--- config.mk ---
export PLATFORM = sky130hd
export DESIGN_NAME = ocv_ctrl
export DESIGN_NICKNAME = d
export VERILOG_FILES = /design/src/ocv_pkg.sv /design/src/ocv_ctrl.sv
export SDC_FILE = /design/constraint.sdc
export NUM_CORES = 1
export LEC_CHECK = 0
export BUFFER_PORTS_ARGS = -buffer_cell sky130_fd_sc_hd__buf_2
export CORE_AREA = 2 2 39 41
export CTS_CLUSTER_DIAMETER = 30
export DETAILED_ROUTE_END_ITERATION = 6
export DIE_AREA = 0 0 41 43
export GPL_TIMING_DRIVEN = 0
export PLACE_DENSITY = 0.57
export SLEW_MARGIN = 20
export SYNTH_ARGS = -nofsm -noshare
export SYNTH_HDL_FRONTEND = slang
export SYNTH_SLANG_ARGS = --single-unit
--- constraint.sdc ---
create_clock -name clk -period 1.5 [get_ports clk]
set_input_delay 0.225 -clock clk [delete_from_list [all_inputs] [get_ports clk]]
set_output_delay 0.225 -clock clk [all_outputs]
set_load 0.03 [all_outputs]
--- src/ocv_pkg.sv ---
package ocv_pkg;

  localparam int NUM_ITEMS_DEF = 16;
  localparam int MAX_TXNS_DEF  = 8;

  localparam logic [1:0] KIND_BEGIN  = 2'd0;
  localparam logic [1:0] KIND_READ   = 2'd1;
  localparam logic [1:0] KIND_WRITE  = 2'd2;
  localparam logic [1:0] KIND_COMMIT = 2'd3;

  typedef struct packed {
    logic [1:0]         kind;
    logic [2:0]         txn_slot;
    logic [3:0]         item_index;
    logic signed [31:0] write_value;
  } op_t;

  typedef struct packed {
    logic signed [31:0] read_value;
    logic               outcome;
  } res_t;

  typedef struct packed {
    logic accept;
    logic begin_clr;
    logic buf_wr;
    logic set_rd;
    logic set_wr;
    logic cset;
    logic walk_start;
    logic walk_en;
    logic p1;
    logic p2;
    logic out_load;
  } cmd_t;

  typedef struct packed {
    logic [1:0] in_kind;
    logic       in_slot_ok;
    logic       in_item_ok;
    logic       walk_done;
    logic       abort;
  } sts_t;

endpackage

--- src/ocv_ctrl.sv ---
module ocv_ctrl (
  input  logic          clk,
  input  logic          rst,
  input  logic          op_valid,
  output logic          op_ready,
  output logic          res_valid,
  input  logic          res_ready,
  input  ocv_pkg::sts_t sts,
  output ocv_pkg::cmd_t cmd
);

  import ocv_pkg::*;

  localparam logic [2:0] S_IDLE = 3'd0;
  localparam logic [2:0] S_RD   = 3'd1;
  localparam logic [2:0] S_WR   = 3'd2;
  localparam logic [2:0] S_CSET = 3'd3;
  localparam logic [2:0] S_P1   = 3'd4;
  localparam logic [2:0] S_P2   = 3'd5;
  localparam logic [2:0] S_RESP = 3'd6;

  logic [2:0] state;
  logic [2:0] state_next;
  logic       res_valid_next;

  assign op_ready = (state == S_IDLE);

  always_comb begin
    state_next = state;
    cmd        = '0;
    case (state)
      S_IDLE: begin
        if (op_valid) begin
          cmd.accept = 1'b1;
          if (!sts.in_slot_ok) begin
            state_next = S_RESP;
          end else begin
            case (sts.in_kind)
              KIND_BEGIN: begin
                cmd.begin_clr = 1'b1;
                state_next    = S_RESP;
              end
              KIND_READ: begin
                state_next = sts.in_item_ok ? S_RD : S_RESP;
              end
              KIND_WRITE: begin
                cmd.buf_wr = sts.in_item_ok;
                state_next = sts.in_item_ok ? S_WR : S_RESP;
              end
              default: begin
                state_next = S_CSET;
              end
            endcase
          end
        end
      end
      S_RD: begin
        cmd.set_rd = 1'b1;
        state_next = S_RESP;
      end
      S_WR: begin
        cmd.set_wr = 1'b1;
        state_next = S_RESP;
      end
      S_CSET: begin
        cmd.cset       = 1'b1;
        cmd.walk_start = 1'b1;
        state_next     = S_P1;
      end
      S_P1: begin
        cmd.walk_en = 1'b1;
        cmd.p1      = 1'b1;
        if (sts.walk_done) begin
          if (sts.abort) begin
            state_next = S_RESP;
          end else begin
            cmd.walk_start = 1'b1;
            state_next     = S_P2;
          end
        end
      end
      S_P2: begin
        cmd.walk_en = 1'b1;
        cmd.p2      = 1'b1;
        if (sts.walk_done) begin
          state_next = S_RESP;
        end
      end
      S_RESP: begin
        if (!res_valid || res_ready) begin
          cmd.out_load = 1'b1;
          state_next   = S_IDLE;
        end
      end
      default: begin
        state_next = S_IDLE;
      end
    endcase
  end

  always_comb begin
    res_valid_next = res_valid;
    if (cmd.out_load) begin
      res_valid_next = 1'b1;
    end else if (res_ready) begin
      res_valid_next = 1'b0;
    end
  end

  always_ff @(posedge clk) begin
    if (rst) begin
      state     <= S_IDLE;
      res_valid <= 1'b0;
    end else begin
      state     <= state_next;
      res_valid <= res_valid_next;
    end
  end

`ifndef ASSERT_OFF
  a_accept_leaves_idle: assert property (@(posedge clk) disable iff (rst)
    op_valid && op_ready |=> !op_ready)
    else $error("op_ready stayed high after a transaction was accepted");

  a_no_copy_after_abort: assert property (@(posedge clk) disable iff (rst)
    state == S_P2 |-> !sts.abort)
    else $error("write buffer copy running for an aborted commit");

  a_result_from_resp: assert property (@(posedge clk) disable iff (rst)
    $rose(res_valid) |-> $past(state) == S_RESP)
    else $error("result presented outside the response state");

  a_resp_holds_on_stall: assert property (@(posedge clk) disable iff (rst)
    state == S_RESP && res_valid && !res_ready |=> state == S_RESP)
    else $error("response state left while the output register was full");
`endif

endmodule
==> results of run 1 <==
==> Yosys cell counts <==
cell       instances
a211o_1            1
a21o_1             1
a21oi_1            4
and2_1             3
and2b_1            1
and3_1             1
buf_2              2
buf_4              2
dfxtp_1            4
inv_1              1
nand2_1            3
nand2b_1           2
nand3b_1           1
nor2_1             7
nor2b_1            2
nor3_1             2
nor3_2             1
nor3b_1            1
nor4_1             1
nor4b_2            2
o21a_1             1
o21ai_0            1
o22a_1             1
o2bb2ai_1          1
o32ai_1            2
or4b_4             1
==> registers in the layout (all words and copies together) (netlist names) <==
register	cells
res_valid	1
state	3
==> critical path, cell delays in order, from the launching register on <==
cell and delay (ns):
dfxtp_2 0.31, buf_6 0.12, nor4b_4 0.27, nand3b_1 0.15
nor2_2 0.14, buf_6 0.13
==> what timing repair did <==
item	in CTS	in global routing
setup buffers	11	5
pin swaps	6	11
endpoints found under the hold margin	0	0
setup endpoints to repair	7	9
resized for setup	21	17
==> metal layers <==
layer | wire (um) | vias up | GRT usage, %
met5 | 0 | - | 0
met4 | 0 | 0 | 8.00
met3 | 70 | 0 | 4.71
met2 | 699 | 21 | 24.4
met1 | 486 | 235 | 17.7
li1 | - | 256 | -
==> metrics by stage <==
step	std cells	hold WS [ns]	total power, uW
finish	104	0.233	980
global route	104	0.219	1060
CTS	100	0.219	874
detailed placement	87	0.464	579
global placement	87	0.463	579
floorplan	49	0.297	474
==> cell families after synthesis <==
| family | count (synthesis) | synth area share (%) |
|---|---|---|
| AO/OA/AOI/OAI | 12 | 22.5 |
| AND/OR/NAND/NOR | 28 | 48.3 |
| buffers and inverters | 5 | 7.72 |
| flip-flops | 4 | 21.5 |
==> final timing paths <==
kind               end  cells past startpoint
max             cmd[8]                      5
min          res_valid                      2
max reg2reg   state[2]                      4
min reg2reg   state[1]                      3
==> power by group through the flow <==
stage               combinational [uW]  sequential, uW  clock, uW
finish                             699             153        128
global route                       750             156        152
CTS                                592             148        134
detailed placement                 433             146          0
global placement                   433             145          0
floorplan                          327             148          0
==> final cells by class <==
type / count / area (um2)
clock buffer: 3 / 22.5
inverter: 1 / 3.75
sequential: 4 / 83.8
fill: 125 / 616
tap: 16 / 20.0
buffer: 2 / 22.5
multi-input combinational: 40 / 325
timing repair buffer: 38 / 290
==> flow_summary.toml, run 1 <==
[routing]
vias_per_cell = 4.92
vias = 512
wl_per_cell_um = 12.1
antenna_left = 0
drtIter0Drc = 9
drt_first_pass_iters = 4
totalWireLength_um = 1260
drc = 0

[sta]
rsz0062_at_grt = "true"
worst_pin_slew_ns = 0.252
remaining_max_slew_budget_at_the_tightest_pin_pct = 83.2
final_critical_path_setup_slack_ns = -0.0850
clock_period_minus_final_worst_setup_slack_ns = 1.59
finClkSkew_ns = 0.00238
setup_tns_ns = -0.205
min_period_over_period_pct = 106
drv_slew = 0
setup_viol = 4
timing.fmax_mhz = 631
hold_viol = 0

[worst_setup_path]
crit_start = "state[2]"
reg2reg_from = "state[0]"
cp-end-kind = "output port"
worst-setup-path-type = "register to output port"
kind_of_start_point_of_the_critical_path = "register"
worst-endpoint-required_ns = 1.27
maximum_fanout_count_along_the_critical_path = 6
crit_arrival_ns = 1.36
timing.reg2reg.setup_slack_ns = 0.11

[clock_tree]
clk_path_buf_depth = 2
cts_tree = "yes"
cts_htree_levels = 1
clkSlewWorstSetupHoldPaths_ns = 0.04
ctsRootBufferMaster = "clkbuf_4"
post_cts_hold_buffer_count = 0
cts_buffers = 3
cts.sinks = 4
clk_latency_ns = 0.23

[floorplan]
die_y_extent_um = 43
floorplan.die_area_mm2 = 0.00176
fp.coreArea_mm2 = 0.00138
std_cell_rows = 14
floorplan.initialDensity_pct = 26.9
die_w_um = 41
num_io_pins = 23

[synthesis]
post_synthesis_cell_type_with_the_largest_combined_area = "dfxtp_1"
yosys.cell_types.count = 26
yosys-top-cells-area = "dfxtp_1 (21%), nor4b_2 (8.1%), nor2_1 (7.0%), a21oi_1 (5.4%), and2_1 (5.0%)"
netlist.area_leader.share_pct = 21.5
ys_seq_elements = 4
net_count_after_synthesis = 59
postSynthCellCount = 49
ys.warnings.count = 0
seq_area_frac_synth_pct = 21.5
synth_area_um2 = 373
avgSynthCellArea_um2 = 7.61

[power_and_ir_drop]
pwr-share-seq_pct = 15.6
power_leakage_uw = 0.000376
switching_share_pct = 41.0
max-vdd-ir-drop_uv = 560
combinationalPowerShare_pct = 71.3
clkPwrFrac_pct = 13.0
internal_power_contribution_uw = 578
total_switching_power_uw = 402
p_per_area_mw_per_mm2 = 1280

[global_route]
grt_pass1_vias = 445
grt_max_degree = 9
grt_remaining_overflow = 0
grt_first_pass_wirelength_um = 1820
antenna_found_initial = 0
grt_use_total_pct = 15.5

[layout]
most_frequent_standard_cell_in_the_layout_excluding_fill_and_tap_cells = "buf_4"
finalCoreUtilization_pct = 55.5
num-nets-final = 100
fraction_of_layout_cells_with_a_size_suffix_above_1_pct = 68.2
mostFrequentLayoutCells = "buf_4 (15), buf_2 (13), buf_6 (12)"
area_growth_syn_to_layout_pct = 106
postLayoutCellArea_um2 = 768
antenna-diode-count = 0

[place]
gp_routability_congestion = 0.738
place_worst_setup_slack_ns = -0.0134
portBuffers = 22
post_dp_cell_area_um2 = 515
place.detailed.hpwl_um = 767

[flow_run]
maxcap_viol_count = 0

[status]
outcome = "complete, but fails checks"
failed_checks = "setup timing"

[min_path]
worstHoldStart = "rst"
min_path_type = "input port to register"
Power figures use the tool's default switching activity.
==> inputs of run 2 (changes only) <==
--- a/config.mk
+++ b/config.mk
@@ -5,13 +5,13 @@
 export SDC_FILE = /design/constraint.sdc
 export NUM_CORES = 1
 export LEC_CHECK = 0
-export BUFFER_PORTS_ARGS = -buffer_cell sky130_fd_sc_hd__buf_2
 export CORE_AREA = 2 2 39 41
 export CTS_CLUSTER_DIAMETER = 30
 export DETAILED_ROUTE_END_ITERATION = 6
 export DIE_AREA = 0 0 41 43
+export DONT_BUFFER_PORTS = 1
 export GPL_TIMING_DRIVEN = 0
-export PLACE_DENSITY = 0.57
+export PLACE_DENSITY = 0.42
 export SLEW_MARGIN = 20
 export SYNTH_ARGS = -nofsm -noshare
 export SYNTH_HDL_FRONTEND = slang
==> run 2 against run 1 <==
  * The run still ends with setup timing left
  * Largest power group unchanged
  * First-iteration DRC count rose by 56%
  * Critical endpoint is now cmd[10]
  * Global-route usage down 0.30 points
  * Sequential cell count is the same
  * Clock power about the same
  * Highest routed layer unchanged
  * Worst hold slack worse by 0.17 ns
  * Non-clock buffer count shrank 23
  * Combinational power down 4.9%
==> flow_summary.toml, run 2 (synthesis results as in run 1) <==
[global_route]
antenna_found_initial = 0
grt_use_total_pct = 15.2
grt_pass1_vias = 441
grt_first_pass_wirelength_um = 1790
grt_max_degree = 11
grt_remaining_overflow = 0

[routing]
antenna_left = 0
drtIter0Drc = 14
wl_per_cell_um = 14.1
totalWireLength_um = 1150
vias = 424
drc = 0
vias_per_cell = 5.23
drt_first_pass_iters = 4

[clock_tree]
clkSlewWorstSetupHoldPaths_ns = 0.04
clk_latency_ns = 0.23
cts.sinks = 4
cts_htree_levels = 1
cts_buffers = 3
ctsRootBufferMaster = "clkbuf_4"
cts_tree = "yes"
clk_path_buf_depth = 2

[layout]
antenna-diode-count = 0
mostFrequentLayoutCells = "buf_4 (11), nor2_1 (5), buf_6 (4)"
top_register = "state"
fraction_of_layout_cells_with_a_size_suffix_above_1_pct = 67.7
most_frequent_standard_cell_in_the_layout_excluding_fill_and_tap_cells = "buf_4"
num-nets-final = 77
reg_top3 = "state: 3 flops, res_valid: 1 flops"
postLayoutCellArea_um2 = 668
number_of_flip_flops_under_the_largest_register_name = 3
area_growth_syn_to_layout_pct = 79.2

[worst_setup_path]
critPathBufInv = 2
crit_arrival_ns = 1.48
maximum_fanout_count_along_the_critical_path = 9
kind_of_start_point_of_the_critical_path = "register"
cp-end-kind = "output port"
critical-path-top-delay-family = "simple AND/OR/NAND/NOR gates"
worst-endpoint-required_ns = 1.27
timing.critical_path.cells = "buf_6 -> buf_4 -> nor3_4 -> and2_4"
crit_path_max_incr_delay_ns = 0.36
worst-setup-path-type = "register to output port"
levels_on_crit_path = 4
crit_path_top_delay_cell = "nor3_4"
reg2reg_depth = 8

[min_path]
worst_hold_path.num_cells = 1
min_path_type = "input port to register"

[status]
failed_checks = "setup timing"
outcome = "complete, but fails checks"

[power_and_ir_drop]
pwr-share-seq_pct = 16.5
clkPwrFrac_pct = 13.7
switching_share_pct = 42.6
total_switching_power_uw = 406
max-vdd-ir-drop_uv = 516
p_per_area_mw_per_mm2 = 1430
power_leakage_uw = 0.000267
internal_power_contribution_uw = 547
combinationalPowerShare_pct = 69.8

[place]
post_dp_cell_area_um2 = 405
portBuffers = 0
place_worst_setup_slack_ns = -0.143
place.detailed.hpwl_um = 720
gp_routability_congestion = 0.687

[floorplan]
floorplan.initialDensity_pct = 26.9
die_y_extent_um = 43
num_io_pins = 23
std_cell_rows = 14
floorplan.die_area_mm2 = 0.00176
die_w_um = 41
fp.coreArea_mm2 = 0.00138

[sta]
clock_period_minus_final_worst_setup_slack_ns = 1.70
finClkSkew_ns = 0.00532
min_period_over_period_pct = 114
timing.fmax_mhz = 587
final_critical_path_setup_slack_ns = -0.204
drv_slew = 0
worst_pin_slew_ns = 0.378
hold_viol = 0
rsz0062_at_grt = "true"
setup_viol = 12
remaining_max_slew_budget_at_the_tightest_pin_pct = 74.7

[flow_run]
maxcap_viol_count = 0
## run 2: path summary, 6_finish.rpt
kind,slack (ns),endpoint,startpoint
setup / recovery,-0.20,cmd[10],state[2]
hold / removal,0.06,res_valid,rst
setup reg to reg,-0.03,state[2],state[1]
hold reg to reg,0.67,state[2],state[2]
## run 2: repair_timing
item                                    CTS  global route
buffers inserted                          8             4
hold buffers                              0             0
endpoints found under the setup margin   10            10
resized for setup                        29             9
endpoints found under the hold margin     0             0
cloned                                    1             0
pin swaps                                 7             8
## run 2: final cells by class
class                           count  area [um2]
Buffer                              4        45.0
Clock buffer                        3        22.5
Fill cell                         145         716
Inverter                            1        3.75
Multi-Input combinational cell     40         374
Sequential cell                     4        85.1
Tap cell                           16        20.0
Timing Repair Buffer               13         118
## run 2: power groups by stage
stage                     Combinational, uW  Clock (uW)  Sequential [uW]
final                                   665         131              158
after global routing                    707         152              161
after CTS                               585         136              155
after detailed placement                363           0              152
after global placement                  364           0              153
after floorplan                         327           0              148
## run 2: layer usage
| layer | vias up | wire, um | global-route usage (%) |
|---|---|---|---|
| met2 | 20 | 590 | 23.4 |
| met5 | - | 0 | 0 |
| met1 | 194 | 464 | 18.1 |
| li1 | 210 | - | - |
| met4 | 0 | 0 | 6.00 |
| met3 | 0 | 90 | 5.76 |
## run 2: worst register-to-register path: cells and delay by family (launching register included)
family | cells | cell delay, ns
buf+inv | 5 | 0.63
flops | 1 | 0.34
simple gates | 1 | 0.22
compound gates | 2 | 0.24
## run 2: per-stage QoR
| step | power, uW | TNS [ns] | std cells | utilization [%] | hold WS, ns |
|---|---|---|---|---|---|
| 5_1_grt | 1020 | -2.11 | 81 | 48.3 | 0.0461 |
| 3_3_place_gp | 517 | -0.585 | 65 | 29.3 | 0.306 |
| 3_5_place_dp | 515 | -0.582 | 65 | 29.3 | 0.307 |
| 2_1_floorplan | 474 | -0.0688 | 49 | - | 0.297 |
| 6_report | 954 | -1.25 | 81 | 48.3 | 0.0629 |
| 4_1_cts | 876 | -0.748 | 77 | 43.9 | 0.0602 |
